[src/hdl/mcpg_pkg.sv]
// Package for the midpoint circle point generator.
// Holds the item kind codes, batch sizing and queue sizing constants.
// No dependencies.
`timescale 1ns / 1ps

package mcpg_pkg;

  typedef enum logic {
    KIND_START = 1'b0,
    KIND_STEP  = 1'b1
  } kind_t;

  localparam int BATCH_POINTS = 8;
  localparam int IDX_W        = $clog2(BATCH_POINTS);
  localparam logic [IDX_W-1:0] LAST_IDX = IDX_W'(BATCH_POINTS - 1);

  localparam int QUEUE_DEPTH  = 2;

  typedef struct packed {
    logic push_valid;
    logic push_ready;
  } queue_wr_t;

  typedef struct packed {
    logic pop_valid;
  } queue_rd_t;

endpackage

[src/hdl/mcpg_if.sv]
// Channel interfaces of the midpoint circle point generator.
// Valid/ready handshake with source and sink modports; no dependencies.
`timescale 1ns / 1ps

interface mcpg_in_if #(
  parameter int COORD_BITS  = 12,
  parameter int RADIUS_BITS = 10
) ();
  logic                          valid;
  logic                          ready;
  logic                          kind;
  logic signed [COORD_BITS-1:0]  center_x;
  logic signed [COORD_BITS-1:0]  center_y;
  logic        [RADIUS_BITS-1:0] radius;

  modport source (output valid, kind, center_x, center_y, radius, input ready);
  modport sink   (input valid, kind, center_x, center_y, radius, output ready);
endinterface

interface mcpg_out_if #(
  parameter int POINT_BITS = 13
) ();
  logic                         valid;
  logic                         ready;
  logic signed [POINT_BITS-1:0] point_x;
  logic signed [POINT_BITS-1:0] point_y;
  logic                         last;
  logic                         done_res;

  modport source (output valid, point_x, point_y, last, done_res, input ready);
  modport sink   (input valid, point_x, point_y, last, done_res, output ready);
endinterface

[src/hdl/mcpg_front.sv]
// Front end: accepts start/step items, runs one midpoint iteration per step
// and pushes a batch descriptor into the queue. Depends on mcpg_pkg, mcpg_if.
`timescale 1ns / 1ps

module mcpg_front #(
  parameter int COORD_BITS  = 12,
  parameter int RADIUS_BITS = 10,
  parameter int DESC_W      = 2 * COORD_BITS + 2 * (RADIUS_BITS + 2) + 1
) (
  input  logic                clk,
  input  logic                rst_n,
  mcpg_in_if.sink             in_ch,
  output mcpg_pkg::queue_wr_t q_wr,
  input  logic                q_ready,
  output logic [DESC_W-1:0]   q_data
);

  localparam int SW = RADIUS_BITS + 2;
  localparam int DW = RADIUS_BITS + 4;

  logic signed [COORD_BITS-1:0] cx_r, cx_nxt;
  logic signed [COORD_BITS-1:0] cy_r, cy_nxt;
  logic signed [SW-1:0]         x_r, x_nxt;
  logic signed [SW-1:0]         y_r, y_nxt;
  logic signed [DW-1:0]         dec_r, dec_nxt;
  logic                         running_r, running_nxt;

  logic                         accept;
  logic                         is_start;
  logic signed [SW-1:0]         x_step;
  logic signed [SW-1:0]         y_step;
  logic signed [DW-1:0]         dec_step;
  logic signed [DW-1:0]         x2;
  logic signed [DW-1:0]         y2;
  logic                         step_done;
  logic signed [SW-1:0]         r_ext;
  logic signed [SW-1:0]         push_x;
  logic signed [SW-1:0]         push_y;
  logic                         push_done;

  assign in_ch.ready     = q_ready;
  assign accept   = in_ch.valid && in_ch.ready;
  assign is_start = (in_ch.kind == mcpg_pkg::KIND_START);
  assign r_ext    = SW'({1'b0, in_ch.radius});

  always_comb begin
    x_step = x_r + SW'(1);
    y_step = dec_r[DW-1] ? y_r : (y_r - SW'(1));
    x2 = DW'({{(DW-SW){x_step[SW-1]}}, x_step, 1'b0} >> 1) <<< 1;
    y2 = DW'({{(DW-SW){y_step[SW-1]}}, y_step, 1'b0} >> 1) <<< 1;
    if (dec_r[DW-1]) begin
      dec_step = dec_r + x2 + DW'(1);
    end else begin
      dec_step = dec_r + x2 + DW'(1) - y2;
    end
    step_done = x_step > y_step;
  end

  always_comb begin
    cx_nxt      = cx_r;
    cy_nxt      = cy_r;
    x_nxt       = x_r;
    y_nxt       = y_r;
    dec_nxt     = dec_r;
    running_nxt = running_r;
    push_x      = x_step;
    push_y      = y_step;
    push_done   = step_done;
    q_wr.push_ready = q_ready;
    q_wr.push_valid = 1'b0;
    if (accept) begin
      if (is_start) begin
        cx_nxt      = in_ch.center_x;
        cy_nxt      = in_ch.center_y;
        x_nxt       = '0;
        y_nxt       = r_ext;
        dec_nxt     = DW'(1) - DW'({1'b0, in_ch.radius});
        running_nxt = 1'b1;
        push_x      = '0;
        push_y      = r_ext;
        push_done   = 1'b0;
        q_wr.push_valid = 1'b1;
      end else if (running_r) begin
        x_nxt       = x_step;
        y_nxt       = y_step;
        dec_nxt     = dec_step;
        running_nxt = !step_done;
        q_wr.push_valid = 1'b1;
      end
    end
  end

  assign q_data = is_start ? {push_done, push_y, push_x, in_ch.center_y, in_ch.center_x}
                           : {push_done, push_y, push_x, cy_r, cx_r};

  always_ff @(posedge clk) begin
    if (!rst_n) begin
      cx_r      <= '0;
      cy_r      <= '0;
      x_r       <= '0;
      y_r       <= '0;
      dec_r     <= '0;
      running_r <= 1'b0;
    end else begin
      cx_r      <= cx_nxt;
      cy_r      <= cy_nxt;
      x_r       <= x_nxt;
      y_r       <= y_nxt;
      dec_r     <= dec_nxt;
      running_r <= running_nxt;
    end
  end

endmodule

[src/hdl/mcpg_queue.sv]
// Short batch descriptor queue between front and back end.
// Register based, one push (if not full) and one pop (if not empty) per cycle. Depends on mcpg_pkg.
`timescale 1ns / 1ps

module mcpg_queue #(
  parameter int WIDTH = 61
) (
  input  logic                clk,
  input  logic                rst_n,
  input  logic                push,
  output logic                not_full,
  input  logic [WIDTH-1:0]    wr_data,
  output mcpg_pkg::queue_rd_t q_rd,
  output logic [WIDTH-1:0]    rd_data,
  input  logic                pop
);

  localparam int DEPTH = mcpg_pkg::QUEUE_DEPTH;
  localparam int AW    = (DEPTH > 1) ? $clog2(DEPTH) : 1;
  localparam int CW    = $clog2(DEPTH + 1);

  logic [WIDTH-1:0] mem_r [DEPTH];
  logic [AW-1:0]    wptr_r, wptr_nxt;
  logic [AW-1:0]    rptr_r, rptr_nxt;
  logic [CW-1:0]    count_r, count_nxt;
  logic             do_push;
  logic             do_pop;

  assign not_full       = (count_r != CW'(DEPTH));
  assign q_rd.pop_valid = (count_r != '0);
  assign rd_data        = mem_r[rptr_r];
  assign do_push        = push && not_full;
  assign do_pop         = pop && q_rd.pop_valid;

  always_comb begin
    wptr_nxt  = wptr_r;
    rptr_nxt  = rptr_r;
    count_nxt = count_r;
    if (do_push) begin
      wptr_nxt = (wptr_r == AW'(DEPTH - 1)) ? '0 : wptr_r + AW'(1);
    end
    if (do_pop) begin
      rptr_nxt = (rptr_r == AW'(DEPTH - 1)) ? '0 : rptr_r + AW'(1);
    end
    if (do_push && !do_pop) begin
      count_nxt = count_r + CW'(1);
    end else if (do_pop && !do_push) begin
      count_nxt = count_r - CW'(1);
    end
  end

  always_ff @(posedge clk) begin
    if (do_push) begin
      mem_r[wptr_r] <= wr_data;
    end
  end

  always_ff @(posedge clk) begin
    if (!rst_n) begin
      wptr_r  <= '0;
      rptr_r  <= '0;
      count_r <= '0;
    end else begin
      wptr_r  <= wptr_nxt;
      rptr_r  <= rptr_nxt;
      count_r <= count_nxt;
    end
  end

endmodule

[src/hdl/mcpg_back.sv]
// Back end: expands one batch descriptor into eight mirrored points, one per
// cycle while the output is not stalled, through a registered output stage. Depends on mcpg_pkg, mcpg_if.
`timescale 1ns / 1ps

module mcpg_back #(
  parameter int COORD_BITS  = 12,
  parameter int RADIUS_BITS = 10,
  parameter int DESC_W      = 2 * COORD_BITS + 2 * (RADIUS_BITS + 2) + 1
) (
  input  logic                clk,
  input  logic                rst_n,
  input  mcpg_pkg::queue_rd_t q_rd,
  input  logic [DESC_W-1:0]   q_data,
  output logic                q_pop,
  mcpg_out_if.source          out_ch
);

  localparam int SW = RADIUS_BITS + 2;
  localparam int PW = COORD_BITS + 1;
  localparam int AW = ((COORD_BITS > SW) ? COORD_BITS : SW) + 1;
  localparam int IW = mcpg_pkg::IDX_W;

  logic signed [COORD_BITS-1:0] cx_r, cy_r;
  logic signed [SW-1:0]         x_r, y_r;
  logic                         done_r;
  logic                         work_valid_r, work_valid_nxt;
  logic [IW-1:0]                idx_r, idx_nxt;

  logic                         out_valid_r, out_valid_nxt;
  logic signed [PW-1:0]         px_r, py_r;
  logic                         last_r;
  logic                         done_out_r;

  logic                         load_out;
  logic                         at_last;
  logic                         x_use_y;
  logic                         x_neg;
  logic                         y_neg;
  logic signed [AW-1:0]         cx_w, cy_w, sx_w, sy_w, ox_w, oy_w;
  logic signed [AW-1:0]         sum_x, sum_y;

  assign at_last  = (idx_r == mcpg_pkg::LAST_IDX);
  assign load_out = work_valid_r && (!out_valid_r || out_ch.ready);
  assign q_pop    = q_rd.pop_valid && (!work_valid_r || (load_out && at_last));

  always_comb begin
    x_use_y = idx_r[0] ^ idx_r[1];
    x_neg   = idx_r[1] ^ idx_r[2];
    y_neg   = idx_r[2];
    cx_w = AW'({{(AW-COORD_BITS){cx_r[COORD_BITS-1]}}, cx_r});
    cy_w = AW'({{(AW-COORD_BITS){cy_r[COORD_BITS-1]}}, cy_r});
    sx_w = AW'({{(AW-SW){x_r[SW-1]}}, x_r});
    sy_w = AW'({{(AW-SW){y_r[SW-1]}}, y_r});
    ox_w = x_use_y ? sy_w : sx_w;
    oy_w = x_use_y ? sx_w : sy_w;
    sum_x = x_neg ? (cx_w - ox_w) : (cx_w + ox_w);
    sum_y = y_neg ? (cy_w - oy_w) : (cy_w + oy_w);
  end

  always_comb begin
    work_valid_nxt = work_valid_r;
    idx_nxt        = idx_r;
    out_valid_nxt  = out_valid_r;
    if (out_ch.ready) begin
      out_valid_nxt = 1'b0;
    end
    if (load_out) begin
      out_valid_nxt = 1'b1;
      idx_nxt       = idx_r + IW'(1);
      if (at_last) begin
        work_valid_nxt = 1'b0;
      end
    end
    if (q_pop) begin
      work_valid_nxt = 1'b1;
      idx_nxt        = '0;
    end
  end

  always_ff @(posedge clk) begin
    if (q_pop) begin
      cx_r   <= q_data[COORD_BITS-1:0];
      cy_r   <= q_data[2*COORD_BITS-1:COORD_BITS];
      x_r    <= q_data[2*COORD_BITS+SW-1:2*COORD_BITS];
      y_r    <= q_data[2*COORD_BITS+2*SW-1:2*COORD_BITS+SW];
      done_r <= q_data[DESC_W-1];
    end
    if (load_out) begin
      px_r       <= sum_x[PW-1:0];
      py_r       <= sum_y[PW-1:0];
      last_r     <= at_last;
      done_out_r <= done_r;
    end
  end

  always_ff @(posedge clk) begin
    if (!rst_n) begin
      work_valid_r <= 1'b0;
      idx_r        <= '0;
      out_valid_r  <= 1'b0;
    end else begin
      work_valid_r <= work_valid_nxt;
      idx_r        <= idx_nxt;
      out_valid_r  <= out_valid_nxt;
    end
  end

  assign out_ch.valid    = out_valid_r;
  assign out_ch.point_x  = px_r;
  assign out_ch.point_y  = py_r;
  assign out_ch.last     = last_r;
  assign out_ch.done_res = done_out_r;

endmodule

[src/hdl/midpoint_circle_point_generator_top.sv]
// Top level of the midpoint circle point generator.
// Instantiates front end, descriptor queue and back end; uses mcpg_pkg, mcpg_if.
//
//   channel  dir  handshake     payload
//   in_ch    in   valid/ready   kind, center_x, center_y, radius
//   out_ch   out  valid/ready   point_x, point_y, last, done_res
//
// A start or step item is accepted while the descriptor queue has room; its
// batch of eight points leaves at one point per cycle while the output is
// not stalled, through the single point adder pair in the back end.
// Steps with no circle active emit nothing. Reset clears all control state.
// Input stalls only when the two-entry descriptor queue is full; output
// stalls hold the output register and the current point index.
`timescale 1ns / 1ps

module midpoint_circle_point_generator_top #(
  parameter int COORD_BITS  = 12,
  parameter int RADIUS_BITS = 10
) (
  input  logic       clk,
  input  logic       rst_n,
  mcpg_in_if.sink    in_ch,
  mcpg_out_if.source out_ch
);

  localparam int DESC_W = 2 * COORD_BITS + 2 * (RADIUS_BITS + 2) + 1;

  mcpg_pkg::queue_wr_t q_wr;
  mcpg_pkg::queue_rd_t q_rd;
  logic                q_not_full;
  logic                q_pop;
  logic [DESC_W-1:0]   wr_desc;
  logic [DESC_W-1:0]   rd_desc;

  mcpg_front #(
    .COORD_BITS  (COORD_BITS),
    .RADIUS_BITS (RADIUS_BITS),
    .DESC_W      (DESC_W)
  ) u_front (
    .clk     (clk),
    .rst_n   (rst_n),
    .in_ch   (in_ch),
    .q_wr    (q_wr),
    .q_ready (q_not_full),
    .q_data  (wr_desc)
  );

  mcpg_queue #(
    .WIDTH (DESC_W)
  ) u_queue (
    .clk      (clk),
    .rst_n    (rst_n),
    .push     (q_wr.push_valid && q_wr.push_ready),
    .not_full (q_not_full),
    .wr_data  (wr_desc),
    .q_rd     (q_rd),
    .rd_data  (rd_desc),
    .pop      (q_pop)
  );

  mcpg_back #(
    .COORD_BITS  (COORD_BITS),
    .RADIUS_BITS (RADIUS_BITS),
    .DESC_W      (DESC_W)
  ) u_back (
    .clk    (clk),
    .rst_n  (rst_n),
    .q_rd   (q_rd),
    .q_data (rd_desc),
    .q_pop  (q_pop),
    .out_ch (out_ch)
  );

endmodule

[src/flat_wrapper.sv]
// flat-port wrapper written by rule: the top's interface ports become plain ports
module midpoint_circle_point_generator_top_flat 
#(
  parameter int COORD_BITS  = 12,
  parameter int RADIUS_BITS = 10
)
  (clk, rst_n, in_ch_valid, in_ch_kind, in_ch_center_x, in_ch_center_y, in_ch_radius, in_ch_ready, out_ch_valid, out_ch_point_x, out_ch_point_y, out_ch_last, out_ch_done_res, out_ch_ready);
  mcpg_in_if #(.COORD_BITS(COORD_BITS), .RADIUS_BITS(RADIUS_BITS)) in_ch_i ();
  mcpg_out_if #(.POINT_BITS(13)) out_ch_i ();
  input  logic clk;
  input  logic rst_n;
  input wire logic [$bits(in_ch_i.valid)-1:0] in_ch_valid;
  input wire logic [$bits(in_ch_i.kind)-1:0] in_ch_kind;
  input wire logic [$bits(in_ch_i.center_x)-1:0] in_ch_center_x;
  input wire logic [$bits(in_ch_i.center_y)-1:0] in_ch_center_y;
  input wire logic [$bits(in_ch_i.radius)-1:0] in_ch_radius;
  output wire logic [$bits(in_ch_i.ready)-1:0] in_ch_ready;
  output wire logic [$bits(out_ch_i.valid)-1:0] out_ch_valid;
  output wire logic [$bits(out_ch_i.point_x)-1:0] out_ch_point_x;
  output wire logic [$bits(out_ch_i.point_y)-1:0] out_ch_point_y;
  output wire logic [$bits(out_ch_i.last)-1:0] out_ch_last;
  output wire logic [$bits(out_ch_i.done_res)-1:0] out_ch_done_res;
  input wire logic [$bits(out_ch_i.ready)-1:0] out_ch_ready;
  assign in_ch_i.valid = in_ch_valid;
  assign in_ch_i.kind = in_ch_kind;
  assign in_ch_i.center_x = in_ch_center_x;
  assign in_ch_i.center_y = in_ch_center_y;
  assign in_ch_i.radius = in_ch_radius;
  assign in_ch_ready = in_ch_i.ready;
  assign out_ch_valid = out_ch_i.valid;
  assign out_ch_point_x = out_ch_i.point_x;
  assign out_ch_point_y = out_ch_i.point_y;
  assign out_ch_last = out_ch_i.last;
  assign out_ch_done_res = out_ch_i.done_res;
  assign out_ch_i.ready = out_ch_ready;
  midpoint_circle_point_generator_top #(.COORD_BITS(COORD_BITS), .RADIUS_BITS(RADIUS_BITS)) u_core (.clk(clk), .rst_n(rst_n), .in_ch(in_ch_i), .out_ch(out_ch_i));
endmodule
[config.mk]
export PLATFORM = sky130hd
export DESIGN_NAME = midpoint_circle_point_generator_top_flat
export DESIGN_NICKNAME = d
export VERILOG_FILES = /design/src/hdl/mcpg_pkg.sv /design/src/hdl/mcpg_if.sv /design/src/hdl/mcpg_front.sv /design/src/hdl/mcpg_queue.sv /design/src/hdl/mcpg_back.sv /design/src/hdl/midpoint_circle_point_generator_top.sv /design/src/flat_wrapper.sv
export SDC_FILE = /design/constraint.sdc
export NUM_CORES = 1
export LEC_CHECK = 0
export BUFFER_PORTS_ARGS = -buffer_cell sky130_fd_sc_hd__buf_2
export CAP_MARGIN = 20
export CORE_ASPECT_RATIO = 1.1
export CORE_MARGIN = 2
export CORE_UTILIZATION = 45
export DETAILED_ROUTE_END_ITERATION = 16
export SYNTH_ARGS = -nofsm -noshare
export SYNTH_HDL_FRONTEND = slang
export SYNTH_HIERARCHICAL = 1
export SYNTH_SLANG_ARGS = --single-unit
[constraint.sdc]
create_clock -name clk -period 11.2 [get_ports clk]
set_input_delay 1.12 -clock clk [delete_from_list [all_inputs] [get_ports clk]]
set_output_delay 1.12 -clock clk [all_outputs]
set_load 0.03 [all_outputs]
Word level (Yosys, flattened, before mapping)
Memory sizes are Yosys's and may differ from the RTL's. A register that Yosys moved wholly into a read port is not among the register bits.
Cells that the tools add are included.
{"block": "totals", "elab_cells": 100, "ff_bits": 100, "output_inout_bits": 30, "mem_bits_rw": 98, "mem_count": 1, "input_bits": 39}
{"name": "u_core.u_queue.mem_r", "depth": 2, "word_bits": 49, "rd": 1, "rd_ports_with_merged_regs": 1, "write_ports": 1, "line": "mcpg_queue.sv:22", "text": "logic [WIDTH-1:0] mem_r [DEPTH];"}
{"block": "classes", "bitwise_logic": 4, "reduce_logical": 25, "mux": 35, "eq_ne": 3, "n_addsub": 15, "order_cmp": 1}
{"cell": "$mux W12", "count": 9}
{"cell": "$mux W13", "count": 4}
{"cell": "$mux W14", "count": 3}
{"cell": "$add A12 B13 Y13", "count": 2}
{"cell": "$sub A12 B13 Y13", "count": 2}
{"cell": "$mux W24", "count": 1}
{"cell": "$mux W1", "count": 16}
{"cell": "$add A14 B13 Y14", "count": 1}
{"cell": "$add A14 B2 Y14 const B", "count": 1}
{"cell": "$sub A14 B13 Y14", "count": 1}
{"cell": "$add A12 B2 Y12 const B", "count": 1}
{"cell": "$gt A12 B12 Y1", "count": 1}
{"cell": "$sub A12 B2 Y12 const B", "count": 1}
{"cell": "$sub A1 B10 Y11 const A", "count": 1}
{"cell": "$reduce_bool A2 Y1", "count": 5}
{"cell": "$logic_and A1 B1 Y1", "count": 9}
{"cell": "$reduce_and A2 Y1", "count": 3}
{"cell": "$logic_not A1 Y1", "count": 5}
{"cell": "$mux W2", "count": 2}
{"cell": "$add A3 B1 Y3 const B", "count": 1}
{"cell": "$eq A3 B3 Y1 const B", "count": 1}
{"cell": "$add A1 B1 Y1 const B", "count": 2}
{"cell": "$add A2 B1 Y2 const B", "count": 1}
{"cell": "$logic_or A1 B1 Y1", "count": 2}
{"cell": "6 further kinds", "count": 8}

Logic depth before layout (Yosys ltp)
Gate-level depths: netlist of run 1.
{"block": "depth", "ltp_word": 10, "ltp_mapped": 20, "mapped_depth_nobuf": 19}

By module
The synthesis of run 1 kept the hierarchy.
{"module": "mcpg_front", "n_inst": 1, "area_per_inst_um2": 5258.8, "cells_per_inst": 676}
{"module": "mcpg_back", "n_inst": 1, "area_per_inst_um2": 4593.2, "cells_per_inst": 368}
{"module": "mcpg_queue", "n_inst": 1, "area_per_inst_um2": 3771.1, "cells_per_inst": 176}
{"module": "midpoint_circle_point_generator_top", "n_inst": 1, "area_per_inst_um2": 6.3, "cells_per_inst": 1}

Worst setup path after synthesis of run 1
Ideal clock, no wire load.
{"block": "synth_timing", "path_type": "input port to flip-flop", "startpoint": "input port out_ch_ready", "endpoint": "register u_core.u_queue.count_r[1]", "arrival_time_ns": 6.484, "setup_slack_ns": 4.646, "n_path_buf": 0, "cell_stages": 7, "setup_time_ns": 0.070, "required_time_ns": 11.130, "cell_sequence": "nand2b_1 nand2_1 a21boi_0 o21ai_1 ha_1 or3_1 a21boi_1"}
{"block": "synth_between", "elab_chain_cells": 9, "elab_cells_between_ends": 11, "classes_between": "mux (1); reduce/logical (10)"}
{"element": "start: declaration", "line": "flat_wrapper.sv:23", "text": "input wire logic [$bits(out_ch_i.ready)-1:0] out_ch_ready;"}
{"element": "$logic_or A1 B1 Y1 (*)", "line": "mcpg_back.sv:43", "text": "assign load_out = work_valid_r && (!out_valid_r || out_ch.ready);"}
{"element": "$logic_and A1 B1 Y1 (*)", "line": "mcpg_back.sv:43"}
{"element": "$logic_and A1 B1 Y1 (*)", "line": "mcpg_back.sv:44", "text": "assign q_pop = q_rd.pop_valid && (!work_valid_r || (load_out && at_last));"}
{"element": "$logic_or A1 B1 Y1 (*)", "line": "mcpg_back.sv:44"}
{"element": "$logic_and A1 B1 Y1 (*)", "line": "mcpg_back.sv:44"}
{"element": "named net u_core.q_pop", "line": "midpoint_circle_point_generator_top.sv:31", "text": "logic q_pop;"}
{"element": "$logic_and A1 B1 Y1 (*)", "line": "mcpg_queue.sv:33", "text": "assign do_pop = pop && q_rd.pop_valid;"}
{"element": "$logic_not A1 Y1", "line": "mcpg_queue.sv:45", "text": "if (do_push && !do_pop) begin"}
{"element": "$logic_and A1 B1 Y1", "line": "mcpg_queue.sv:45"}
{"element": "$mux W2 or $reduce_bool A2 Y1 (tied branches)"}
{"element": "end signal: assignment", "line": "mcpg_queue.sv:66", "text": "count_r <= count_nxt;"}
{"element": "end: declaration", "line": "mcpg_queue.sv:25", "text": "logic [CW-1:0] count_r, count_nxt;"}
The timed path passes the listed nets; every way through them passes the cells marked *.
A chain may end at the register's enable or synchronous reset.

Final worst setup path of run 1
{"block": "layout_timing", "startpoint": "register u_core.u_front.x_r[0]", "endpoint": "register u_core.u_front.dec_r[13]"}
{"block": "layout_between", "elab_chain_cells": 7}
{"element": "start: declaration", "line": "mcpg_front.sv:23", "text": "logic signed [SW-1:0] x_r, x_nxt;"}
{"element": "start signal: assignment", "line": "mcpg_front.sv:107", "text": "x_r <= x_nxt;"}
{"element": "$add A12 B2 Y12 (*)", "line": "mcpg_front.sv:47", "text": "x_step = x_r + SW'(1);"}
{"element": "$add A14 B13 Y14 (*)", "line": "mcpg_front.sv:52, mcpg_front.sv:54"}
{"element": "$add A14 B2 Y14 (*)", "line": "mcpg_front.sv:52, mcpg_front.sv:54"}
{"element": "$sub A14 B13 Y14", "line": "mcpg_front.sv:54", "text": "dec_step = dec_r + x2 + DW'(1) - y2;"}
{"element": "$mux W14 (*)", "line": "mcpg_front.sv:51", "text": "if (dec_r[DW-1]) begin"}
{"element": "$mux W14 (*)", "line": "mcpg_front.sv:83", "text": "end else if (running_r) begin"}
{"element": "$mux W14 (*)", "line": "mcpg_front.sv:72", "text": "if (is_start) begin"}
{"element": "end signal: assignment", "line": "mcpg_front.sv:109", "text": "dec_r <= dec_nxt;"}
{"element": "end: declaration", "line": "mcpg_front.sv:25", "text": "logic signed [DW-1:0] dec_r, dec_nxt;"}
Every way passes the cells marked *; elsewhere a longest branch is shown, timed or not. The select of a mux whose other input is x is not followed.

==> run_results.csv, run 1 <==
group,metric,value,unit
final_layout,area.growth.synth_to_final,11.7,%
place,port_buffers,68,
pwr,irDropWorstVdd,156,uV
run,max-cap-violations,0,
timing,maxClockFrequency,216,MHz
floorplan,floorplan.die.height,187,um
floorplan,effective_utilization_at_floorplan,0.458,
clock_tree,cts_tree,"done",
critical_path,crit_fanout,9,
critical_path,cp-endpoint,"u_core/u_front/dec_r[13]",
clock_tree,cts.sinks,248,
min_path,min_delay_path_depth,0,
yosys,synth-async-reset-ratio,0,
yosys,synthCells,1221,
timing,period_needed,4.63,ns
final_layout,final.fill_count,2677,
floorplan,io_pins,69,
floorplan,rows,66,
pwr,swShare,0.386,
timing,post-route-period-util,0.414,
critical_path,end_kind,"register",
yosys,synth-warning-count,6,
clock_tree,setup_buffers_after_cts,0,
yosys,ys_seq_area_frac,0.493,
route,first_pass_iters,5,
clock_tree,clk_root_buffer_cell,"clkbuf_16",
grt,via_count_of_the_first_global_routing_pass,8826,
final_layout,final_layout_size_suffix_gt1_frac,0.174,
floorplan,core,29700,sq um
critical_path,source_of_the_critical_timing_path,"u_core/u_front/x_r[0]",
outcome,outcome,"completed",
grt,globalRoute.totalOverflow,0,
critical_path,worst_ep_arrival_time,5.06,ns
critical_path,worst-endpoint-required,11.63,ns
clock_tree,cts_htree_levels,1,
yosys,synthSimpleGateAreaFrac,0.122,
pwr,leakagePower,5.75,nW
pwr,clkPwrFrac,0.204,
place,placedCellCount,1618,
timing,hold_violations,0,
pwr,power.share.combinational,0.464,
final_layout,layout.cells.most_common_list,"175 x edfxtp_1, 105 x nand2_1, 76 x mux2_2, 72 x dfxtp_1, 71 x ha_1",
route,drt.antenna.violating_nets,0,
route,initialDrtViolationCount,584,
place,gp_congestion,0.900,
route,routed_wire_length_per_instance,18.4,um
final_layout,layoutNonFillerInstCount,1670,
clock_tree,hold_buffer_count_at_cts,0,
yosys,compound_cell_area_share_of_the_yosys_netlist,0.138,
timing,finalMaxSlewViolations,0,
critical_path,timing.setup.critical_path_class,"reg2reg",
pwr,total_power,4.63,mW
timing,rsz0062_at_grt,"no",
yosys,yosys-mux-area-fraction,0.0901,
timing,setup-violations-final,0,
route,routed_wirelength,30.7,mm
yosys,combinational_family_with_the_most_area_after_synthesis,"compound AO/OA/AOI/OAI gates",
yosys,syn_avg_cell_area,11.2,sq um
clock_tree,cts.reportedPaths.clkPinSlew,0.06,ns
yosys,synth.cell_area,13600,sq um
place,dp_hpwl,21.3,mm
pwr,sequentialPowerShare,0.332,
critical_path,crit_path_start_kind,"register",
yosys,synth_enable_flop_cells,175,
clock_tree,clk_latency,0.55,ns
critical_path,setup.reg_to_reg.worst_slack,6.57,ns
critical_path,timing.reg2reg.worst_path_depth,17,
critical_path,rr_endpoint,"u_core/u_front/dec_r[13]",
grt,globalRouteTotalUtil,0.194,
final_layout,layout.cells.most_common,"edfxtp_1",
timing,slew_headroom,0.261,
floorplan,dieWidth,170,um
grt,global_route_wire_length_before_repair,48.9,mm
yosys,synth_nets,1336,
yosys,synth-xor-area-share,0.0533,
timing,total_negative_slack,0,ns
pwr,p_int,2.84,mW
route,drt_drc_violations_left,0,
yosys,synth_adder_area_share,0.0720,
final_layout,diodes,0,
min_path,timing.hold.worst.class,"reg2reg",
final_layout,layout_nets,1390,
floorplan,dieArea,31700,sq um
pwr,switchingPower,1.79,mW
critical_path,rr_startpoint,"u_core/u_front/x_r[0]",
clock_tree,clk_path_buf_depth,3,
grt,grt_antenna_before_repair,1,
grt,grt_max_degree,74,
clock_tree,ctsResizeCount,0,
yosys,ys_types,86,
route,avgViaCountPerCell,5.54,
yosys,dominantRegCellSynth,"edfxtp_1",
route,routed-via-count,9258,
timing,max_slew.worst_pin.slew,1.11,ns
timing,finClkSkew,0.0170,ns
pwr,powerDensity,304,nW/um^2
yosys,number_of_register_bits_inferred_by_synthesis,248,
clock_tree,clock_buffer_count_from_cts,27,
## routing by layer
| metal | track usage | share of wire |
|---|---|---|
| met5 | 0 | 0 |
| met2 | 0.314 | 0.46 |
| met3 | 0.0231 | 0.040 |
| met1 | 0.278 | 0.48 |
| met4 | 0.0454 | 0.018 |
## worst max-delay path: stages (launching register included)
cell	delay (ns)
dfxtp_1	0.50
ha_1	0.30
and3_1	0.30
xor2_1	0.36
ha_1	0.32
a2111o_1	0.36
o21ai_0	0.11
nand3b_1	0.17
a21oi_1	0.06
or3_1	0.38
and2_1	0.17
ha_1	0.35
a21oi_1	0.19
o21ai_0	0.14
o41ai_1	0.39
xor2_1	0.22
o2bb2ai_1	0.13
nand3_1	0.07
## per-stage QoR
stage	hold slack, ns	instance area, sq um	util	worst slack (ns)
2_1_floorplan	0.400	13600	-	4.65
3_3_place_gp	0.409	14200	0.478	6.67
3_5_place_dp	0.406	14200	0.478	6.61
4_1_cts	0.424	15200	0.511	6.60
5_1_grt	0.451	15200	0.512	6.12
6_report	0.422	15200	0.512	6.57
## flip-flops by register name, indices dropped and copies added, names as in the netlist, 13 cells and up, named ones only
signal                        count
u_core/u_front/dec_r             14
u_core/u_back/out_ch.point_x     13
u_core/u_back/out_ch.point_y     13
u_core/u_queue/mem_r             98
## cell families after synthesis
group | after synthesis
mux | 112
simple gates | 328
compound gates | 283
fa+ha+maj | 76
xor+xnor | 83
flops | 248
buf+inv | 91
## area by class of cell
type	instances	area, sq um	share of cell area
Multi-Input combinational cell	882	6500	0.427
Clock buffer	40	786	0.0516
Inverter	38	143	0.00937
Timing Repair Buffer	78	448	0.0294
Clock inverter	10	171	0.0113
Tap cell	374	468	0.0307
Sequential cell	248	6720	0.441
## synthesized netlist by cell type (9+ instances only)
cell type  number  area [sq um]
o211ai_1       12          90.1
mux2i_1        31           310
and2_1         25           156
nor2_1         67           251
dfxtp_1        73          1460
inv_1          36           135
a21o_1         16           120
nand3_1        17          85.1
mux2_2         76           856
clkbuf_1       30           113
a211oi_1       14           105
a31oi_1         9          56.3
edfxtp_1      175          5260
or3_1          11          68.8
a21boi_0       35           263
a21oi_1        67           335
xnor2_1        45           394
o21ai_0        51           255
o21ai_1        10          50.1
xor2_1         38           333
nand2b_1       10          62.6
nor3_1         28           140
ha_1           72           901
nand2_1       105           394
o21a_1         13          97.6
nor2b_1        29           181
## worst min path at each step
stage                    startpoint                             to  slack, ns
6_report       u_core/u_back/done_r  u_core/u_back/out_ch.done_res       0.42
5_1_grt        u_core/u_back/done_r  u_core/u_back/out_ch.done_res       0.45
4_1_cts        u_core/u_back/done_r  u_core/u_back/out_ch.done_res       0.42
3_5_place_dp   u_core/u_back/done_r  u_core/u_back/out_ch.done_res       0.41
3_3_place_gp   u_core/u_back/done_r  u_core/u_back/out_ch.done_res       0.41
2_1_floorplan  u_core/u_back/done_r  u_core/u_back/out_ch.done_res       0.40
## power groups by stage
stage | clock network (mW) | logic (mW) | registers [mW]
after CTS | 0.968 | 2.15 | 1.54
after detailed placement | 0 | 2.13 | 1.56
after floorplan | 0 | 1.58 | 1.63
after global placement | 0 | 2.11 | 1.56
final | 0.945 | 2.15 | 1.54
after global routing | 1.00 | 2.40 | 1.57
Power figures use the tool's default switching activity.
==> run 2: changes to the inputs <==
--- a/config.mk
+++ b/config.mk
@@ -5,6 +5,7 @@
 export SDC_FILE = /design/constraint.sdc
 export NUM_CORES = 1
 export LEC_CHECK = 0
+export ABC_AREA = 1
 export BUFFER_PORTS_ARGS = -buffer_cell sky130_fd_sc_hd__buf_2
 export CAP_MARGIN = 20
 export CORE_ASPECT_RATIO = 1.1
==> constraint.sdc (replaced) <==
create_clock -name clk -period 3.8 [get_ports clk]
set_input_delay 0.38 -clock clk [delete_from_list [all_inputs] [get_ports clk]]
set_output_delay 0.38 -clock clk [all_outputs]
set_load 0.03 [all_outputs]
==> run 2 against run 1 <==
  * Sequential share of layout area shrank 1.5 points
  * Critical endpoint unchanged
  * Highest routed layer unchanged
  * Largest power group unchanged
  * Synthesized cell count up 24%
  * Die area is 1.5% higher
==> run_results.csv, run 2 <==
group,metric,value,unit
final_layout,area.growth.synth_to_final,14.0,%
grt,grt_max_degree,67,
yosys,synth_nets,1626,
timing,hold_violations,0,
pwr,powerDensity,850,nW/um^2
min_path,timing.hold.worst.class,"in2reg",
timing,maxClockFrequency,286,MHz
yosys,number_of_register_bits_inferred_by_synthesis,248,
floorplan,io_pins,69,
floorplan,effective_utilization_at_floorplan,0.456,
place,port_buffers,68,
final_layout,final.fill_count,2834,
critical_path,worst_ep_arrival_time,3.96,ns
grt,globalRoute.totalOverflow,0,
critical_path,crit_fanout,4,
route,avgViaCountPerCell,5.07,
timing,setup-violations-final,0,
place,dp_hpwl,22.6,mm
clock_tree,clk_path_buf_depth,3,
pwr,sequentialPowerShare,0.320,
critical_path,crit_slowest_cell,"dfxtp_1",
pwr,leakagePower,6.71,nW
yosys,yosys-top-cells-area,"edfxtp_1 38%, dfxtp_1 11%, nand2_1 8.6%",
pwr,power.share.combinational,0.464,
timing,finClkSkew,0.0341,ns
route,routed_wire_length_per_instance,15.5,um
clock_tree,cts_tree,"done",
timing,slew_headroom,0.378,
clock_tree,clk_latency,0.55,ns
final_layout,layout.cells.most_common_list,"314 x nand2_1, 175 x inv_1, 175 x edfxtp_1, 124 x a21oi_1, 111 x o21ai_0",
final_layout,layout_nets,1701,
pwr,clkPwrFrac,0.216,
clock_tree,cts.reportedPaths.clkPinSlew,0.07,ns
critical_path,max_stage_delay,0.34,ns
timing,fin_worst_hold_slack,0.125,ns
final_layout,reg.largest.list,"u_core/u_queue/mem_r x98, u_core/u_front/dec_r x14",
timing,rsz0062_at_grt,"yes",
yosys,synth_enable_flop_cells,175,
outcome,outcome,"completed",
grt,via_count_of_the_first_global_routing_pass,10144,
timing,period_needed,3.50,ns
route,initialDrtViolationCount,578,
route,routed_wirelength,31.3,mm
timing,finalMaxSlewViolations,0,
final_layout,diodes,0,
grt,global_route_wire_length_before_repair,50.5,mm
final_layout,final_layout_size_suffix_gt1_frac,0.184,
pwr,irDropWorstVdd,359,uV
yosys,dominantRegCellSynth,"edfxtp_1",
route,routed-via-count,10254,
critical_path,crit_path_start_kind,"register",
grt,grt_antenna_before_repair,0,
critical_path,end_kind,"register",
yosys,synth.cell_area,13800,sq um
yosys,syn_avg_cell_area,9.16,sq um
critical_path,timing.setup.critical_path_class,"reg2reg",
yosys,ys_types,52,
floorplan,dieWidth,171,um
clock_tree,cts.sinks,248,
yosys,synth-warning-count,6,
clock_tree,cts_htree_levels,1,
critical_path,critical-path-top-cell-by-count,"nand2_1",
run,max-cap-violations,0,
yosys,ys_top_cells_by_count,"318 x nand2_1, 176 x inv_1, 175 x edfxtp_1",
floorplan,core,30300,sq um
final_layout,largest_register_ff_count,98,
yosys,yosys.area.top_type,"edfxtp_1",
yosys,ys_seq_area_frac,0.485,
route,drt_drc_violations_left,0,
yosys,synth-async-reset-ratio,0,
clock_tree,clk_root_buffer_cell,"clkbuf_16",
final_layout,layout.cells.most_common,"nand2_1",
critical_path,setup.reg_to_reg.worst_slack,0.30,ns
yosys,yosysMostFrequentCell,"nand2_1",
critical_path,worst-endpoint-required,4.26,ns
floorplan,floorplan.die.height,188,um
final_layout,post-route-util,0.520,
timing,post-route-period-util,0.920,
pwr,p_int,8.06,mW
timing,max_slew.worst_pin.slew,0.932,ns
pwr,switchingPower,5.35,mW
timing,timing.final.ws_setup,0.305,ns
yosys,synthCells,1511,
place,gp_congestion,0.862,
clock_tree,hold_buffer_count_at_cts,0,
final_layout,top_register,"u_core/u_queue/mem_r",
clock_tree,clock_buffer_count_from_cts,28,
route,drt.antenna.violating_nets,0,
yosys,synthDominantCellAreaShare,0.380,
grt,globalRouteTotalUtil,0.197,
route,first_pass_iters,7,
floorplan,rows,67,
place,place_ws,0.174,ns
pwr,swShare,0.399,
floorplan,dieArea,32200,sq um
timing,total_negative_slack,0,ns
-- run 2: final cells by class --
class / instances / area [sq um] / share of cell area
inverter: 188 / 711 / 0.0450
tap: 414 / 518 / 0.0328
sequential: 248 / 6720 / 0.426
timing repair buffer: 92 / 528 / 0.0335
clock buffer: 36 / 772 / 0.0489
clock inverter: 16 / 239 / 0.0151
multi-input combinational: 1028 / 6300 / 0.399
-- run 2: per-stage QoR --
| stage | power [mW] | instance area (sq um) | cells |
|---|---|---|---|
| 2_1_floorplan | 9.08 | 13800 | 1511 |
| 3_3_place_gp | 10.5 | 14600 | 1966 |
| 3_5_place_dp | 10.6 | 14600 | 1966 |
| 4_1_cts | 13.5 | 15600 | 2018 |
| 5_1_grt | 14.5 | 15800 | 2022 |
| 6_report | 13.4 | 15800 | 2022 |
-- run 2: final timing paths --
check,end,cells after the start,startpoint
worst max-delay path,u_core/u_front/dec_r[13],30,u_core/u_front/x_r[0]
worst min-delay path,u_core/u_front/cy_r[7],3,in_ch_center_y[7]
worst max register to register,u_core/u_front/dec_r[13],30,u_core/u_front/x_r[0]
worst min register to register,u_core/u_front/cx_r[1],2,u_core/u_front/cx_r[1]
-- run 2: logic make-up after synthesis --
| group | Yosys count | share of synthesized area |
|---|---|---|
| compound gates | 288 | 0.114 |
| xor+xnor | 59 | 0.0373 |
| fa+ha+maj | 76 | 0.0709 |
| buf+inv | 235 | 0.0720 |
| flops | 248 | 0.485 |
| mux | 49 | 0.0426 |
| simple gates | 556 | 0.178 |
-- run 2: metal layers --
metal  wire length [um]  share of wire  global-route usage
met1              13800           0.44               0.245
met2              15200           0.49               0.346
met3               1290          0.041              0.0276
met4               1010          0.032              0.0698
met5                  0              0                   0
-- run 2: critical path, delay by kind of cell, from the launching register on --
| kind | cells | cell delay, ns |
|---|---|---|
| AOI/OAI and AO/OA | 3 | 0.46 |
| xor gates and xnor gates | 1 | 0.14 |
| adders and majority gates | 3 | 0.76 |
| buffers and inverters | 5 | 0.31 |
| DFF | 1 | 0.34 |
| and+or+nand+nor | 18 | 1.39 |
-- run 2: repair_timing --
action | CTS | global route
buffers inserted | 0 | 3
endpoints found under the setup margin | 0 | 7
gates resized for setup | 0 | 24
-- run 2: power by group through the flow --
stage | logic (mW) | registers, mW | clock network (mW)
5_1_grt | 7.04 | 4.35 | 3.10
3_3_place_gp | 6.13 | 4.34 | 0
3_5_place_dp | 6.20 | 4.35 | 0
6_report | 6.22 | 4.29 | 2.90
4_1_cts | 6.23 | 4.29 | 2.99
2_1_floorplan | 4.49 | 4.59 | 0
==> run 3: changes to the inputs <==
--- a/config.mk
+++ b/config.mk
@@ -5,7 +5,7 @@
 export SDC_FILE = /design/constraint.sdc
 export NUM_CORES = 1
 export LEC_CHECK = 0
-export ABC_AREA = 1
+export ABC_AREA = 0
 export BUFFER_PORTS_ARGS = -buffer_cell sky130_fd_sc_hd__buf_2
 export CAP_MARGIN = 20
 export CORE_ASPECT_RATIO = 1.1
==> run 3 against run 2 <==
  * Setup slack got worse by 0.26 ns
  * Sequential power rose by 6.5%
  * Register-to-register slack got worse by 0.26 ns
  * Sequential cell count did not move
  * Core utilization rose by 2.2 points
  * Count of clock-buffer cells in the layout rose by 7
  * Fmax fell by 6.8%
  * Via count fell by 6.9%
  * Global-route usage rose by 0.80 points
  * Design area rose by 2.2%
  * Clock power fell by 2%
==> run_results.csv, run 3 (same netlist as run 1, synthesis figures left out) <==
group,metric,value,unit
final_layout,final_layout_size_suffix_gt1_frac,0.259,
grt,via_count_of_the_first_global_routing_pass,9347,
clock_tree,clk_path_buf_depth,3,
pwr,powerDensity,886,nW/um^2
route,routed-via-count,9544,
pwr,sequentialPowerShare,0.320,
grt,globalRoute.totalOverflow,0,
timing,post-route-period-util,0.987,
floorplan,floorplan.die.height,187,um
timing,finClkSkew,0.0445,ns
timing,max_slew.worst_pin.slew,1.05,ns
final_layout,top_register,"u_core/u_queue/mem_r",
timing,maxClockFrequency,267,MHz
floorplan,dieWidth,170,um
critical_path,crit_path_start_kind,"register",
timing,setup-violations-final,0,
critical_path,worst_ep_arrival_time,4.17,ns
pwr,irDropWorstVdd,438,uV
route,first_pass_iters,5,
clock_tree,cts.reportedPaths.clkPinSlew,0.06,ns
pwr,clkPwrFrac,0.198,
outcome,outcome,"completed",
pwr,leakagePower,6.15,nW
critical_path,worst-endpoint-required,4.22,ns
route,drt.antenna.violating_nets,0,
timing,slew_headroom,0.297,
timing,finalMaxSlewViolations,0,
timing,hold_violations,0,
clock_tree,clock_buffer_count_from_cts,28,
pwr,p_int,8.77,mW
grt,global_route_wire_length_before_repair,51.5,mm
final_layout,area.growth.synth_to_final,18.4,%
clock_tree,clk_root_buffer_cell,"clkbuf_16",
final_layout,layout.cells.most_common_list,"175 x edfxtp_1, 105 x nand2_1, 80 x buf_4, 76 x mux2_2, 68 x buf_2",
place,port_buffers,68,
grt,grt_antenna_before_repair,0,
pwr,switchingPower,5.53,mW
clock_tree,hold_buffer_count_at_cts,0,
clock_tree,clk_latency,0.57,ns
floorplan,io_pins,69,
final_layout,layout.cells.most_common,"edfxtp_1",
grt,globalRouteTotalUtil,0.205,
timing,rsz0062_at_grt,"yes",
route,routed_wire_length_per_instance,18.5,um
pwr,swShare,0.386,
run,max-cap-violations,0,
timing,fin_worst_hold_slack,0.0633,ns
floorplan,effective_utilization_at_floorplan,0.458,
place,gp_congestion,0.898,
route,routed_wirelength,32.2,mm
timing,period_needed,3.75,ns
critical_path,timing.setup.critical_path_class,"reg2reg",
pwr,total_power,14.3,mW
final_layout,layout_nets,1464,
final_layout,diodes,0,
place,placement.cell_area,14800,sq um
clock_tree,cts.sinks,248,
floorplan,rows,66,
floorplan,dieArea,31700,sq um
clock_tree,cts_htree_levels,1,
place,dp_hpwl,23.1,mm
critical_path,end_kind,"register",
route,initialDrtViolationCount,570,
final_layout,fin_area,16100,sq um
route,drt_drc_violations_left,0,
pwr,power.share.combinational,0.482,
min_path,timing.hold.worst.class,"in2reg",
grt,grt_max_degree,73,
clock_tree,cts_tree,"done",
final_layout,largest_register_ff_count,98,
critical_path,crit_fanout,5,
final_layout,reg.largest.list,"u_core/u_queue/mem_r x98, u_core/u_front/dec_r x14",
floorplan,core,29700,sq um
route,avgViaCountPerCell,5.47,
[run 3: final cells by class]
cell class / count / area (sq um)
fillers: 2617 / 13600
multi-input cells: 882 / 6820
flip-flops and latches: 248 / 6730
repair buffers: 151 / 985
clock buffers: 43 / 817
well taps: 374 / 468
clock inverters: 9 / 175
inverters: 38 / 143
[run 3: worst paths after layout]
check | end | cells after the start | slack [ns] | from
max | u_core/u_front/dec_r[13] | 17 | 0.05 | u_core/u_front/x_r[0]
min | u_core/u_front/cy_r[6] | 3 | 0.06 | in_ch_center_y[6]
max reg2reg | u_core/u_front/dec_r[13] | 17 | 0.05 | u_core/u_front/x_r[0]
min reg2reg | u_core/u_back/out_ch.done_res | 0 | 0.42 | u_core/u_back/done_r
[run 3: metrics by stage]
| stage | TNS (ns) | cells | setup slack [ns] | utilization |
|---|---|---|---|---|
| final | 0 | 1745 | 0.0490 | 0.543 |
| after global routing | -0.213 | 1745 | -0.111 | 0.543 |
| after CTS | 0 | 1736 | 0.00570 | 0.531 |
| after detailed placement | -0.140 | 1682 | -0.104 | 0.496 |
| after global placement | -0.0314 | 1682 | -0.0314 | 0.496 |
| after floorplan | 0 | 1221 | 0.00133 | - |
[run 3: timing repair]
item / in CTS / in global routing
pin swaps: 4 / 24
resized for setup: 9 / 49
buffers inserted: 2 / 8
endpoints found under the setup margin: 2 / 10
[run 3: power by group through the flow]
stage	Clock (mW)	Combinational [mW]	Sequential, mW
after floorplan	0	4.69	4.76
after global placement	0	6.57	4.60
after detailed placement	0	6.65	4.62
after CTS	2.90	6.71	4.57
after global routing	3.00	7.63	4.66
final	2.84	6.89	4.57
[run 3: worst max-delay path: stages (launching register included)]
cell	delay [ns]
dfxtp_4	0.37
and3_4	0.18
nand3_2	0.10
xnor2_2	0.17
ha_1	0.26
a2111o_1	0.43
o21ai_2	0.08
nand3b_1	0.14
a21oi_1	0.06
or3_1	0.34
and2_4	0.18
ha_4	0.23
a21oi_2	0.13
o21ai_2	0.09
o41ai_2	0.34
xor2_1	0.25
o2bb2ai_1	0.16
nand3_1	0.08
[run 3: metal layers]
metal	up-vias	GRT usage	part of all wire
met5	-	0	0
met4	0	0.0440	0.017
met3	37	0.0246	0.036
met2	159	0.328	0.47
met1	4614	0.299	0.48
li1	4734	-	-
